===== config.mk =====
export PLATFORM = sky130hd
export DESIGN_NAME = ttsd_step
export DESIGN_NICKNAME = d
export VERILOG_FILES = /design/src/rtl/ttsd_pkg.sv /design/src/rtl/ttsd_step.sv
export SDC_FILE = /design/constraint.sdc
export NUM_CORES = 2
export LEC_CHECK = 0
export BUFFER_PORTS_ARGS = -buffer_cell sky130_fd_sc_hd__buf_2
export CORE_ASPECT_RATIO = 0.75
export CORE_MARGIN = 2
export CORE_UTILIZATION = 40
export DETAILED_ROUTE_END_ITERATION = 8
export HOLD_SLACK_MARGIN = 0.15
export PLACE_DENSITY_LB_ADDON = 0.25
export SYNTH_ARGS = -nofsm -noshare
export SYNTH_HDL_FRONTEND = slang
export SYNTH_SLANG_ARGS = --single-unit

===== constraint.sdc =====
create_clock -name clk_i -period 1 [get_ports clk_i]
set_input_delay 0.05 -clock clk_i [delete_from_list [all_inputs] [get_ports clk_i]]
set_output_delay 0.05 -clock clk_i [all_outputs]
set_load 0.05 [all_outputs]

===== src/rtl/ttsd_pkg.sv =====
// ----------------------------------------------------------------------------
// ttsd_pkg
// Shared constants, the search-pipeline item type and the odd-square table
// for the touch-to-stick deadzone mapper.
// ----------------------------------------------------------------------------
package ttsd_pkg;

  // default number of fraction bits in a touch coordinate
  localparam int unsigned TTSD_COORD_FRAC_BITS = 4;

  // stick travel radius after reset, sixteenths of a point
  localparam logic [15:0] TTSD_RADIUS_RESET = 16'd1600;

  // full-scale stick magnitude and the bits of the magnitude search
  localparam int unsigned TTSD_STICK_MAX = 80;
  localparam int unsigned TTSD_KBITS     = 7;

  // one item in flight through the magnitude search
  typedef struct packed {
    logic [31:0] d2;      // squared divisor, max(dx^2 + dy^2, r^2)
    logic [45:0] lim_x;   // (160 * |x|)^2
    logic [45:0] lim_y;   // (160 * |y|)^2
    logic        kill_x;  // x forced to zero (deadzone or small radius)
    logic        kill_y;  // y forced to zero (deadzone or small radius)
    logic        neg_x;   // x result is negative
    logic        neg_y;   // y result is negative
    logic [6:0]  k_x;     // magnitude found so far
    logic [6:0]  k_y;
    logic [15:0] osq_x;   // (2t-1)^2 for the trial of the next step
    logic [15:0] osq_y;
  } ttsd_srch_t;

  // (2t-1)^2 for a 7-bit trial magnitude, a 128-entry constant table
  function automatic logic [15:0] odd_sq(input logic [6:0] t);
    logic [7:0] odd;
    odd = {t, 1'b0} - 8'd1;
    return 16'(odd) * 16'(odd);
  endfunction

endpackage


===== src/rtl/ttsd_step.sv =====
// ----------------------------------------------------------------------------
// ttsd_step
// One bit of the magnitude search: tries setting bit BIT of k on both axes,
// keeps it when the trial is not above 80 and (2k-1)^2 * d2 <= (160 a)^2,
// and looks up the odd square for the following bit.
// ----------------------------------------------------------------------------
module ttsd_step #(
  parameter int BIT = 6
) (
  input  logic                 clk_i,
  input  logic                 rst_ni,
  input  logic                 adv_i,
  input  logic                 vld_i,
  input  ttsd_pkg::ttsd_srch_t item_i,
  output logic                 vld_o,
  output ttsd_pkg::ttsd_srch_t item_o
);
  import ttsd_pkg::*;

  localparam int         NextBit  = (BIT > 0) ? BIT - 1 : 0;
  localparam logic [6:0] Step     = 7'(2 ** BIT);
  localparam logic [6:0] NextStep = 7'(2 ** NextBit);

  logic       vld_q;
  ttsd_srch_t item_d, item_q;

  logic [6:0]  trial_x, trial_y;
  logic [47:0] prod_x, prod_y;
  logic        take_x, take_y;

  // trial compare on both axes
  assign trial_x = item_i.k_x | Step;
  assign trial_y = item_i.k_y | Step;
  assign prod_x  = 48'(item_i.osq_x) * 48'(item_i.d2);
  assign prod_y  = 48'(item_i.osq_y) * 48'(item_i.d2);
  assign take_x  = (trial_x <= 7'(TTSD_STICK_MAX)) && (prod_x <= 48'(item_i.lim_x));
  assign take_y  = (trial_y <= 7'(TTSD_STICK_MAX)) && (prod_y <= 48'(item_i.lim_y));

  // valid bit
  always_ff @(posedge clk_i or negedge rst_ni) begin
    if (!rst_ni) begin
      vld_q <= 1'b0;
    end else if (adv_i) begin
      vld_q <= vld_i;
    end
  end

  // update k and prepare the odd square of the next trial
  always_comb begin
    item_d       = item_i;
    item_d.k_x   = take_x ? trial_x : item_i.k_x;
    item_d.k_y   = take_y ? trial_y : item_i.k_y;
    item_d.osq_x = take_x ? odd_sq(trial_x | NextStep) : odd_sq(item_i.k_x | NextStep);
    item_d.osq_y = take_y ? odd_sq(trial_y | NextStep) : odd_sq(item_i.k_y | NextStep);
  end

  always_ff @(posedge clk_i) begin
    if (adv_i) begin
      item_q <= item_d;
    end
  end

  assign vld_o  = vld_q;
  assign item_o = item_q;

endmodule


Word level (Yosys, flattened, before mapping)

Cells that the tools add are included.

Output and inout bits: 175
Word-level logic and storage cells: 32
Input bits: 178
Register bits after elaboration: 175

$mul: 6
Mux-type cells: 2
Magnitude comparators: 4
Reduce and logical (&&, ||, !) cells: 2
Add/sub/neg operators: 4

Operators with widths:

| cell                                                   | count |
|---|---|
| less-or-equal comparator 48 x 46 -> 1 bit              | 2 |
| multiplier 16 x 32 -> 48 bit                           | 2 |
| multiplier 8 x 8 -> 16 bit                             | 4 |
| 2-to-1 mux 16 bit                                      | 2 |
| subtractor 7 x 2 -> 8 bit (second input constant)      | 2 |
| subtractor 8 x 1 -> 8 bit (second input constant)      | 2 |
| less-or-equal comparator 7 bit (second input constant) | 2 |
| logical AND 1 bit                                      | 2 |

Longest topological paths before layout

Depth in word-level cells: 4
Depth in mapped cells: 40
Depth with buffers taken out: 37

Worst setup path before layout

Ideal clock, no wire load.

Kind: input-to-reg
From: input item_i[23] (netlist name)
To: register item_q (netlist bit item_o[31]), data pin
Path buffers: 2
Path slack: -7324 ps
Arrival: 8166 ps
Required time: 842 ps
Setup time: 158 ps
Cell stages on the path: 37
Cells stage by stage: clkbuf_1 nand2_1 fa_1 inv_1 fa_1 inv_1 fa_1 inv_1 fa_1 inv_1 fa_1 fa_1 inv_1 ha_1 buf_2 a21oi_1 a211oi_1 a211oi_1 o211ai_1 and3_1 a221oi_1 o21a_1 o21ai_0 a21o_1 a41oi_1 xnor2_1 ha_1 and4_1 nand4_1 nor4_1 nand2_1 o22ai_1 nand2_1 a211o_1 nor3_4 mux2_2 a211oi_2

RTL lines:

| what                   | line            | RTL |
|---|---|---|
| start: declaration     | ttsd_step.sv:14 | `input ttsd_pkg::ttsd_srch_t item_i,` |
| end signal: assignment | ttsd_step.sv:59 | `item_q <= item_d;` |
| end: declaration       | ttsd_step.sv:25 | `ttsd_srch_t item_d, item_q;` |

==> impl_metrics.py <==
metrics = {
    "synthesis": {
        "synth_most_common_cell": "inv_1",
        "ys_ff_latch": 171,
        "netlist.area_leader.share_pct": 40.8,
        "netlist_area_um2": 44700,
        "async_flop_share_pct": 0.585,
        "ys_top_cells_by_area": "fa_1 41%, ha_1 12%, edfxtp_1 11%",
        "synth.distinct_cells": 74,
        "synth_top_family_by_area": "adder cells",
        "ys.flop_type": "edfxtp_1",
        "synth-edff-count": 170,
        "synthSimpleGateAreaFrac_pct": 15.0,
        "ys_warn_count": 0,
        "synthAdderAreaFrac_pct": 52.7,
        "synth_xor_area_share_pct": 2.72,
        "synth_common_cells": "1143 x inv_1, 912 x fa_1, 749 x nand2_1, 425 x ha_1, 383 x and2_1",
        "yosys.area.top_type": "fa_1",
        "ys_seq_area_share_pct": 11.5,
        "synth_mux_area_share_pct": 0.277,
        "syn_inst": 4877,
        "syn_area_per_cell_um2": 9.17,
        "synth_compound_area_share_pct": 6.17,
    },
    "timing": {
        "fin_crit_sh_pct": 790,
        "finalMaxSlewViolations": 0,
        "timing.slew.headroom_pct": 57.5,
        "hold_ws_ns": 0.167,
        "worstMarginPinSlew_ns": 0.622,
        "clock_skew_ns": 0,
        "setup_viol": 197,
        "fin_setup_tns_ns": -174.87,
        "finalHoldViolations": 0,
        "setup_ws_ns": -6.90,
        "period_minus_slack_ns": 7.90,
        "max_freq_ghz": 0.127,
        "grt_setup_unrepaired": "yes",
    },
    "cts": {
        "cts.root.buffer_cell": "clkbuf_16",
        "numCtsBuffers": 17,
        "clkLatencyLatePin_ns": 0.56,
        "clockBufferDepth": 2,
        "cts_tree": "built",
        "clk_pin_slew_ns": 0.07,
        "cts.sinks": 171,
        "htree_levels": 4,
    },
    "detailed_routing": {
        "vias_per_cell": 4.84,
        "routedWlPerCell_um": 17.0,
        "routed_wl_um": 128000,
        "vias": 36400,
        "drc": 0,
        "drt_pass1_iterations": 6,
        "ant_nets": 0,
        "drtIter0Drc": 1913,
    },
    "final_layout": {
        "layout-drive-gt1-share_pct": 24.9,
        "layout.cells.non_filler": 7525,
        "synthToLayoutAreaGrowth_pct": 34.1,
        "nNetsFinal": 7564,
        "fillerInstances": 10100,
        "postLayoutCoreUtil_pct": 54.0,
    },
    "grt": {
        "antenna_found_initial": 13,
        "gr-total-overflow": 0,
        "track_usage_pct": 23.4,
        "grt_pass1_wl_um": 209000,
        "grt_pass1_vias": 39200,
        "grt_max_degree": 30,
    },
    "critical_path": {
        "r2r_end": "vld_o",
        "cp_data_required_time_ns": 1.31,
        "start_kind": "primary input",
        "crit_top_cell": "fa_1",
        "cp-endpoint": "item_o[23]",
        "worstPathArrival_ns": 8.21,
        "regToRegStartpoint": "vld_o",
        "critPathSlowestCell": "fa_1",
        "end_kind": "flip-flop",
        "critPathMaxFanout": 4,
        "max_stage_delay_ns": 0.54,
        "path_class": "in2reg",
        "worstSetupStartpoint": "item_i[145]",
        "r2r_slack_ns": 0.23,
        "r2r_cells": 1,
    },
    "hold_path": {
        "holdCritPathClass": "in2reg",
    },
    "run_status": {
        "failed_checks": "negative setup slack",
        "status": "complete, but fails checks",
    },
    "floorplanning": {
        "dieArea_um2": 115000,
        "initial_core_util_pct": 40.2,
        "die_w_um": 390,
        "core_area_um2": 111000,
        "die_h_um": 294,
        "rows": 106,
        "io-pin-count": 353,
    },
    "placed_design": {
        "numPortBuffers": 348,
        "place.gp.congestion": 0.891,
        "dp_hpwl_um": 107000,
        "dp_cells": 7262,
    },
    "flow_run": {
        "drv_cap": 0,
    },
}
flip-flops by register name, indices dropped and copies added, names as in the netlist:
register,flops
item_o,170
vld_o,1
cell families (layout without fill, tap and decap cells):
group                    after synthesis  count (layout)
other                                  2              11
XOR/XNOR                             139             139
multiplexers                          12              12
buffers and inverters               1371            2552
AO/OA/AOI/OAI                        429             429
adder cells (fa/ha/maj)             1337            1337
AND/OR/NAND/NOR                     1416            1416
flip-flops                           171             171
how the worst min path moves through the flow:
stage,from,end,cells after the start
detailed placement,rst_ni,vld_o,1
CTS,item_i[125],item_o[125],2
global route,item_i[45],item_o[31],4
floorplan,rst_ni,vld_o,0
finish,item_i[45],item_o[31],4
global placement,rst_ni,vld_o,1
per-stage QoR:
stage                     area [um2]  setup slack [ns]
final                          60000             -6.90
after global routing           60000             -7.20
after CTS                      59100             -6.80
after detailed placement       54500             -8.12
after global placement         54500             -8.15
after floorplan                45700             -6.85
area by class of cell:
cell class              instances  area, um2  share of cell area [%]
diodes                          5       12.5                  0.0209
clock buffers                  18        429                   0.715
clock inverters                14        155                   0.259
multi-input cells            3339      35800                    59.7
repair buffers               1377      12300                    20.5
inverters                    1143       4320                    7.21
flip-flops and latches        171       5130                    8.55
well taps                    1458       1820                    3.04
placed cells by master (no fill, tap or decap), drive strengths merged, types with 6 or more instances in the layout:
cell	instances
nand3	29
o211ai	9
a211oi	12
o41ai	6
nor2	95
fa	912
nand4	36
o31ai	6
nor3	30
and2	383
a31oi	8
nand2	749
nand2b	19
dlygate4sd3	160
nor4	8
conb	6
nor2b	34
inv	1149
o2111ai	6
clkbuf	27
ha	425
buf	1207
a21oi	153
o21a	17
or2	8
o21ai	82
edfxtp	170
xor2	43
o21bai	20
mux2i	9
a21o	70
and4	6
xnor2	96
critical path: cells and delay by family:
kind,cells,cell delay [ns]
AO/OA/AOI/OAI,10,1.89
XOR/XNOR,2,0.27
adder cells (fa/ha/maj),8,3.61
buffers and inverters,8,0.84
multiplexers,1,0.22
AND/OR/NAND/NOR,7,1.29
metal layers:
| layer | part of all wire, % | global-route usage, % |
|---|---|---|
| met1 | 46 | 32.9 |
| met2 | 46 | 37.1 |
| met3 | 5.7 | 4.64 |
| met4 | 1.9 | 5.76 |
| met5 | 0.054 | 0 |
what timing repair did:
| action | 4_1_cts | 5_1_grt |
|---|---|---|
| gates cloned | 2 | 3 |
| buffers inserted | 40 | 27 |
| hold endpoints to repair | 314 | 0 |
| pin swaps | 100 | 99 |
| endpoints found under the setup margin | 197 | 197 |
| gates resized for setup | 582 | 151 |
| hold buffers | 160 | 0 |
Power is not shown: default switching activity piles up to over one toggle a cycle in this logic, so the estimate is an artifact.
