===== src/rtl/ttsd_pkg.sv =====
// ----------------------------------------------------------------------------
// ttsd_pkg
// Shared constants, the search-pipeline item type and the odd-square table
// for the touch-to-stick deadzone mapper.
// ----------------------------------------------------------------------------
package ttsd_pkg;

  // default number of fraction bits in a touch coordinate
  localparam int unsigned TTSD_COORD_FRAC_BITS = 4;

  // stick travel radius after reset, sixteenths of a point
  localparam logic [15:0] TTSD_RADIUS_RESET = 16'd1600;

  // full-scale stick magnitude and the bits of the magnitude search
  localparam int unsigned TTSD_STICK_MAX = 80;
  localparam int unsigned TTSD_KBITS     = 7;

  // one item in flight through the magnitude search
  typedef struct packed {
    logic [31:0] d2;      // squared divisor, max(dx^2 + dy^2, r^2)
    logic [45:0] lim_x;   // (160 * |x|)^2
    logic [45:0] lim_y;   // (160 * |y|)^2
    logic        kill_x;  // x forced to zero (deadzone or small radius)
    logic        kill_y;  // y forced to zero (deadzone or small radius)
    logic        neg_x;   // x result is negative
    logic        neg_y;   // y result is negative
    logic [6:0]  k_x;     // magnitude found so far
    logic [6:0]  k_y;
    logic [15:0] osq_x;   // (2t-1)^2 for the trial of the next step
    logic [15:0] osq_y;
  } ttsd_srch_t;

  // (2t-1)^2 for a 7-bit trial magnitude, a 128-entry constant table
  function automatic logic [15:0] odd_sq(input logic [6:0] t);
    logic [7:0] odd;
    odd = {t, 1'b0} - 8'd1;
    return 16'(odd) * 16'(odd);
  endfunction

endpackage


===== src/rtl/ttsd_front.sv =====
// ----------------------------------------------------------------------------
// ttsd_front
// Front stages: offset magnitudes and signs, squares, squared divisor and
// per-axis deadzone test. Four register stages, one item per cycle while adv_i is high.
// ----------------------------------------------------------------------------
module ttsd_front #(
  parameter int unsigned COORD_FRAC_BITS = ttsd_pkg::TTSD_COORD_FRAC_BITS
) (
  input  logic                      clk_i,
  input  logic                      rst_ni,
  input  logic                      adv_i,
  input  logic                      vld_i,
  input  logic signed [15:0]        dx_i,
  input  logic signed [15:0]        dy_i,
  input  logic        [15:0]        radius_i,
  output logic                      vld_o,
  output ttsd_pkg::ttsd_srch_t      item_o
);
  import ttsd_pkg::*;

  localparam logic [15:0] SmallRadius = 16'(2 ** COORD_FRAC_BITS);

  // stage a: magnitudes and signs
  logic        a_vld_q;
  logic [15:0] ax_a_q, ay_a_q, r_a_q;
  logic        xn_a_q, yn_a_q, small_a_q;

  // stage b: squares
  logic        b_vld_q;
  logic [31:0] ax2_b_q, ay2_b_q, r2_b_q;
  logic [45:0] limx_b_q, limy_b_q;
  logic        xn_b_q, yn_b_q, small_b_q;

  // stage c: squared divisor and deadzone products
  logic        c_vld_q;
  logic [31:0] d2_c_q;
  logic [41:0] dzx_c_q, dzy_c_q;
  logic [45:0] limx_c_q, limy_c_q;
  logic        xn_c_q, yn_c_q, small_c_q;

  // stage d: output item
  logic        d_vld_q;
  ttsd_srch_t  item_q;

  logic [22:0] ax160, ay160;
  logic [32:0] sum_sq;
  logic [31:0] d2_d;

  // 160 * a by shift and add
  assign ax160 = {ax_a_q, 7'b0} + {2'b0, ax_a_q, 5'b0};
  assign ay160 = {ay_a_q, 7'b0} + {2'b0, ay_a_q, 5'b0};

  // squared length, never above 2^31, then the larger of it and r^2
  assign sum_sq = 33'(ax2_b_q) + 33'(ay2_b_q);
  assign d2_d   = (sum_sq > 33'(r2_b_q)) ? sum_sq[31:0] : r2_b_q;

  // valid bits
  always_ff @(posedge clk_i or negedge rst_ni) begin
    if (!rst_ni) begin
      a_vld_q <= 1'b0;
      b_vld_q <= 1'b0;
      c_vld_q <= 1'b0;
      d_vld_q <= 1'b0;
    end else if (adv_i) begin
      a_vld_q <= vld_i;
      b_vld_q <= a_vld_q;
      c_vld_q <= b_vld_q;
      d_vld_q <= c_vld_q;
    end
  end

  // data path
  always_ff @(posedge clk_i) begin
    if (adv_i) begin
      // y is inverted, so a positive dy gives a negative stick value
      ax_a_q    <= dx_i[15] ? 16'(-dx_i) : 16'(dx_i);
      ay_a_q    <= dy_i[15] ? 16'(-dy_i) : 16'(dy_i);
      xn_a_q    <= dx_i[15];
      yn_a_q    <= !dy_i[15];
      small_a_q <= (radius_i <= SmallRadius);
      r_a_q     <= radius_i;

      ax2_b_q   <= 32'(ax_a_q) * 32'(ax_a_q);
      ay2_b_q   <= 32'(ay_a_q) * 32'(ay_a_q);
      r2_b_q    <= 32'(r_a_q) * 32'(r_a_q);
      limx_b_q  <= 46'(ax160) * 46'(ax160);
      limy_b_q  <= 46'(ay160) * 46'(ay160);
      xn_b_q    <= xn_a_q;
      yn_b_q    <= yn_a_q;
      small_b_q <= small_a_q;

      d2_c_q    <= d2_d;
      dzx_c_q   <= 42'(ax2_b_q) * 42'd625;
      dzy_c_q   <= 42'(ay2_b_q) * 42'd625;
      limx_c_q  <= limx_b_q;
      limy_c_q  <= limy_b_q;
      xn_c_q    <= xn_b_q;
      yn_c_q    <= yn_b_q;
      small_c_q <= small_b_q;

      // deadzone: 625 a^2 < 4 d2, search starts with trial 64
      item_q.d2     <= d2_c_q;
      item_q.lim_x  <= limx_c_q;
      item_q.lim_y  <= limy_c_q;
      item_q.kill_x <= small_c_q || (dzx_c_q < 42'({d2_c_q, 2'b00}));
      item_q.kill_y <= small_c_q || (dzy_c_q < 42'({d2_c_q, 2'b00}));
      item_q.neg_x  <= xn_c_q;
      item_q.neg_y  <= yn_c_q;
      item_q.k_x    <= '0;
      item_q.k_y    <= '0;
      item_q.osq_x  <= odd_sq(7'(2 ** (TTSD_KBITS - 1)));
      item_q.osq_y  <= odd_sq(7'(2 ** (TTSD_KBITS - 1)));
    end
  end

  assign vld_o  = d_vld_q;
  assign item_o = item_q;

endmodule


===== config.mk =====
export PLATFORM = sky130hd
export DESIGN_NAME = ttsd_front
export DESIGN_NICKNAME = d
export VERILOG_FILES = /design/src/rtl/ttsd_pkg.sv /design/src/rtl/ttsd_front.sv
export SDC_FILE = /design/constraint.sdc
export NUM_CORES = 2
export LEC_CHECK = 0
export BUFFER_PORTS_ARGS = -buffer_cell sky130_fd_sc_hd__buf_4
export CELL_PAD_IN_SITES_DETAIL_PLACEMENT = 0
export CELL_PAD_IN_SITES_GLOBAL_PLACEMENT = 1
export CORE_UTILIZATION = 39
export DETAILED_ROUTE_END_ITERATION = 10
export PLACE_DENSITY = 0.66
export SETUP_SLACK_MARGIN = 0.02
export SLEW_MARGIN = 5
export SYNTH_ARGS = -nofsm -noshare
export SYNTH_HDL_FRONTEND = slang
export SYNTH_SLANG_ARGS = --single-unit

===== constraint.sdc =====
create_clock -name clk_i -period 24 [get_ports clk_i]
set_input_delay 2.4 -clock clk_i [delete_from_list [all_inputs] [get_ports clk_i]]
set_output_delay 2.4 -clock clk_i [all_outputs]
set_load 0.01 [all_outputs]

### Word level (Yosys, flattened, before mapping)

Cells that the tools add are included.
W data, S select, Z words.

| cells by class | value |
|---|---|
| add/subtract/negate cells | 5 |
| $mul | 7 |
| $lt $le $gt $ge | 4 |
| multiplexer cells | 3 |
| reduce and logical (&&, ||, !) cells | 3 |

Operators by type and width:

| cell | number |
|---|---|
| $mul A16 B16 Y32 | 3 |
| $mul A23 B23 Y46 | 2 |
| $lt A42 B34 Y1 | 2 |
| $mul A32 B10 Y42 const B | 2 |
| $add A23 B21 Y23 | 2 |
| $add A32 B32 Y33 | 1 |
| $gt A33 B32 Y1 | 1 |
| $mux W32 | 1 |
| $neg A16 Y16 | 2 |
| $mux W15 | 2 |
| $le A16 B5 Y1 const B | 1 |
| $logic_or A1 B1 Y1 | 2 |
| $logic_not A1 Y1 | 1 |

| storage, ports and cells | value |
|---|---|
| register bits after elaboration | 585 |
| bits of input ports | 52 |
| output and inout port bits | 175 |
| logic and storage cells | 57 |

### Longest topological paths before layout

| depth | value |
|---|---|
| depth after elaboration | 3 |
| depth in mapped cells | 37 |
| depth with buffers taken out | 36 |

### Worst setup path after synthesis

Ideal clock, no wire load.

| timing | value |
|---|---|
| path kind | flip-flop to flip-flop |
| start | reg ay_a_q[2] |
| end | reg limy_b_q[45], data pin |
| setup time | 0.260 ns |
| arrival | 8.617 ns |
| required time | 23.740 ns |
| path slack | 15.123 ns |
| stages on the path, launching flop included | 36 |
| buffers on the path | 2 |
| clock period less this slack | 8.877 ns |
| path through | edfxtp_1 ha_1 fa_1 a21o_1 a21oi_1 o21ai_0 a31o_2 a211oi_1 xor2_1 inv_1 clkbuf_1 nand2_1 inv_1 fa_1 inv_1 fa_1 inv_1 fa_1 inv_1 fa_1 fa_1 inv_1 fa_1 ha_1 ha_1 clkbuf_1 a21o_1 a21o_1 a21o_1 a21oi_1 o211a_1 o211ai_1 and4_1 a2111oi_0 a21oi_1 xnor2_1 |

| between the ends | value |
|---|---|
| longest elaborated chain between the ends | 2 |

RTL lines:

| item | RTL line | source |
|---|---|---|
| start: declaration | ttsd_front.sv:25 | `logic [15:0] ax_a_q, ay_a_q, r_a_q;` |
| start signal: assignment | ttsd_front.sv:77 | `ay_a_q <= dy_i[15] ? 16'(-dy_i) : 16'(dy_i);` |
| $add A23 B21 Y23 | ttsd_front.sv:51 | `assign ay160 = {ay_a_q, 7'b0} + {2'b0, ay_a_q, 5'b0};` |
| $mul A23 B23 Y46 | ttsd_front.sv:87 | `limy_b_q <= 46'(ay160) * 46'(ay160);` |
| end signal: assignment | ttsd_front.sv:87 |  |
| end: declaration | ttsd_front.sv:31 | `logic [45:0] limx_b_q, limy_b_q;` |

Every way passes these cells.
A chain may end at the register's enable or synchronous reset.

### Worst setup path in the final report

| timing | value |
|---|---|
| start | reg ax_a_q[1] |
| end | reg limx_b_q[43], data pin |

| between the ends | value |
|---|---|
| longest elaborated chain between the ends | 2 |

RTL lines:

| item | RTL line | source |
|---|---|---|
| start: declaration | ttsd_front.sv:25 |  |
| start signal: assignment | ttsd_front.sv:76 | `ax_a_q <= dx_i[15] ? 16'(-dx_i) : 16'(dx_i);` |
| $add A23 B21 Y23 | ttsd_front.sv:50 | `assign ax160 = {ax_a_q, 7'b0} + {2'b0, ax_a_q, 5'b0};` |
| $mul A23 B23 Y46 | ttsd_front.sv:86 | `limx_b_q <= 46'(ax160) * 46'(ax160);` |
| end signal: assignment | ttsd_front.sv:86 |  |
| end: declaration | ttsd_front.sv:31 |  |

Every way passes these cells.

==> impl_results.md <==
* Mapped cell area at roughly 0.071 sq mm
* Diode count at 0
* CTS sink cnt at just over 500
* Hold crit path type: reg -> reg
* Setup_tns at 0 ns
* Setup Buffers After CTS at 0
* RSZ-0062 raised after global routing: no
* Fraction of synthesis flops using an asynchronous set or reset pin at 0.791%
* First-pass GRT wire length at 263000 um
* Vias per Instance at roughly 4.8
* # setup viols final at 0
* Core area at 0.179 sq mm
* Register area share after synthesis at 21.5%
* Htree depth at 3
* R2r worst-path depth at 33
* CP bufs+invs at 4
* Vias in the first global route at 48.6k
* Peak Freq at 0.0976 GHz
* Hold depth at 0
* Final wirelength at approximately 160000 um
* Initial Utilization at 39.4%
* Crit path largest cell delay at roughly 0.79 ns
* FF-to-FF setup slack at 13.76 ns
* Cell Rows at 155
* Die Wd at 427 um
* Max-cap violation count at 0
* Fillers at 17.3k
* Slew @ Worst Pin at 1.18 ns
* Crit Path Max Fanout at 37
* Placer Congestion at 0.879
* Count of different cell masters after synthesis at between 80 and 90
* Placed cells at 9208
* Layout cells sized above 1 at 5.21%
* Status: finished clean
* Fin. max-slew vios at 0
* DRC at 0
* Area Overhead vs Synth at 8.29%
* DR iter-0 viols at slightly above 2k
* Worst reg2reg path startpoint: ax_a_q[1]
* DR vias at 45.0k
* DR WL/cell at 17.1 um
* Multi-input logic area at a little under 0.05 sq mm
* Nets at 9057
* CP required at 24.42 ns
* DR pass1 iterations at 7
* CTS buffer count at 66
* Sequential Area at ~0.015 sq mm
* Total GRT Usage at 18.3%
* Slew headroom at 21.6%
* Crit start category: register
* Crit path capture type: register
* CP dominant cell by count: fa_1
* Largest net degree at the start of global routing at 127
* Clk pin slew, worst setup/hold paths at 0.06 ns
* Post-synth top flop: edfxtp_1
* CTS Root Cell: clkbuf_16
* Reg-to-reg endpoint: limx_b_q[43]
* GRT overflow at 0
* Post-synthesis cell count at a little under 7k
* CTS tree: built
* Number of synthesized flops with an enable pin at 502
* Initial antenna violation count at 0
* Dpl cell area at 0.0743 sq mm
* Clock Latency Late Sink at slightly below 0.7 ns
* Port bufs at 158
* Cell with the largest stage delay on the worst path: xor2_1
* Syn_area_per_cell at 10.4 sq um
* Die area at 0.183 sq mm
* Fin. Hold Viols at 0
* Final Instance Area at 0.0764 sq mm
* Final worst path period need at 10.24 ns
* CP top delay family: adder cells
* Max Root-Sink Buffers at 3
* I/O pin cnt at 227
* Endpoint, Worst Hold: limx_c_q[35]
* Synth warn at 0
* Antenna-violating nets left at 0
* Non-filler cells, final at 9327
* Clock Skews at around 0.042 ns
* WHS at 0.416 ns
* WS Path Type: reg -> reg
* Hold path startpoint: limx_b_q[35]
* Worst Path Arrival at 10.67 ns
* Tcrit/Tclk final at 42.7%
* Die height at 427 um
* CTS resizes at 0
* Post-DP HPWL at 133000 um
* #FFs+latches synth at ~510
* Hold-fix buffers, CTS at 0
## cells in the final DEF, fill, tap and decap left out, types with 38 or more instances in the layout
| master | netlist | routed |
|---|---|---|
| inv_1 | 1610 | 1610 |
| fa_1 | 1088 | 1088 |
| ha_1 | 996 | 996 |
| edfxtp_1 | 502 | 502 |
| nand2_1 | 447 | 447 |
| nor2_1 | 318 | 318 |
| a21oi_1 | 243 | 243 |
| xnor2_1 | 226 | 225 |
| buf_4 | 68 | 192 |
| and2_1 | 184 | 184 |
| a21o_1 | 154 | 154 |
| o21ai_0 | 107 | 107 |
| xor2_1 | 85 | 84 |
| conb_1 | 2 | 68 |
| clkbuf_16 | 0 | 67 |
| nand3_1 | 58 | 58 |
| nor3_1 | 56 | 56 |
| nor2b_1 | 47 | 47 |
| o21bai_1 | 40 | 40 |
| mux2_2 | 38 | 38 |
## flip-flops by register name, indices dropped and copies added, names as in the netlist, 16 cells and up
register / flops
item_o: 106
dzx_c_q: 41
dzy_c_q: 41
limx_b_q: 33
limx_c_q: 33
limy_b_q: 33
limy_c_q: 33
d2_c_q: 32
ax2_b_q: 31
ay2_b_q: 31
r2_b_q: 31
ax_a_q: 16
ay_a_q: 16
r_a_q: 16
## logic make-up (layout without fill, tap and decap cells)
kind of cell | after synthesis | in the layout | synth area share, %
adders and majority gates | 2084 | 2084 | 48.5
and+or+nand+nor | 1270 | 1270 | 8.45
xor gates and xnor gates | 311 | 311 | 3.86
DFF | 506 | 506 | 21.5
buffers and inverters | 1798 | 1930 | 9.93
other | 2 | 68 | 0.0106
AOI/OAI and AO/OA | 764 | 764 | 7.07
muxes | 39 | 39 | 0.621
## per-stage QoR
stage               setup slack (ns)  utilization [%]
finish                         13.76             42.7
global route                   13.09             42.7
CTS                            13.72             42.7
detailed placement             13.76             41.5
global placement               14.01             41.5
floorplan                      15.12                -
## routing by layer
metal / vias to the layer above / track usage (%) / wire length (um)
met1: 22417 / 24.7 / 73300
met5: - / 0 / 0
met4: 0 / 4.90 / 3550
met3: 154 / 2.11 / 5440
met2: 663 / 31.0 / 77200
li1: 21761 / - / -
## synthesized netlist by cell type, drive strengths merged (6+ instances only)
cell type | number | area, sq um
inv | 1611 | 6050
fa | 1088 | 21800
ha | 996 | 12500
edfxtp | 502 | 15100
nand2 | 447 | 1680
nor2 | 318 | 1190
a21oi | 244 | 1220
xnor2 | 226 | 1980
and2 | 184 | 1150
a21o | 154 | 1160
o21ai | 114 | 571
clkbuf | 109 | 409
xor2 | 85 | 744
buf | 72 | 529
nand3 | 58 | 290
nor3 | 56 | 280
nor2b | 47 | 294
o21bai | 40 | 300
mux2 | 38 | 428
o21a | 37 | 278
nand2b | 33 | 206
and3 | 26 | 163
nand4 | 25 | 156
or3 | 23 | 144
a211oi | 19 | 143
o211ai | 18 | 135
a31oi | 17 | 106
o31ai | 17 | 133
or2 | 15 | 93.8
a21boi | 12 | 90.1
a2111oi | 11 | 97.6
o41ai | 8 | 77.6
a31o | 7 | 61.3
and4 | 7 | 61.3
nor4 | 7 | 43.8
clkinv | 6 | 22.5
## worst max-delay path by stage
stage                         start      endpoint  slack, ns  cells past startpoint
after floorplan           ay_a_q[2]  limy_b_q[45]      15.12                     35
after global placement    ay_a_q[2]  limy_b_q[45]      14.01                     33
after detailed placement  ax_a_q[1]  limx_b_q[43]      13.76                     33
after CTS                 ax_a_q[1]  limx_b_q[43]      13.72                     33
after global routing      ax_a_q[3]  limx_b_q[43]      13.09                     32
final                     ax_a_q[1]  limx_b_q[43]      13.76                     33
## cell type report
cell class / instances / share of cell area, %
clock buffer: 76 / 2.24
clock inverter: 43 / 0.488
inverter: 1617 / 7.95
multi-input combinational: 4536 / 63.7
sequential: 506 / 19.9
tap: 2355 / 3.86
timing repair buffer: 194 / 1.93
Power is left out: the tool's default activity adds up to more than one toggle a clock period on the data nets, which glitch-free logic cannot reach.
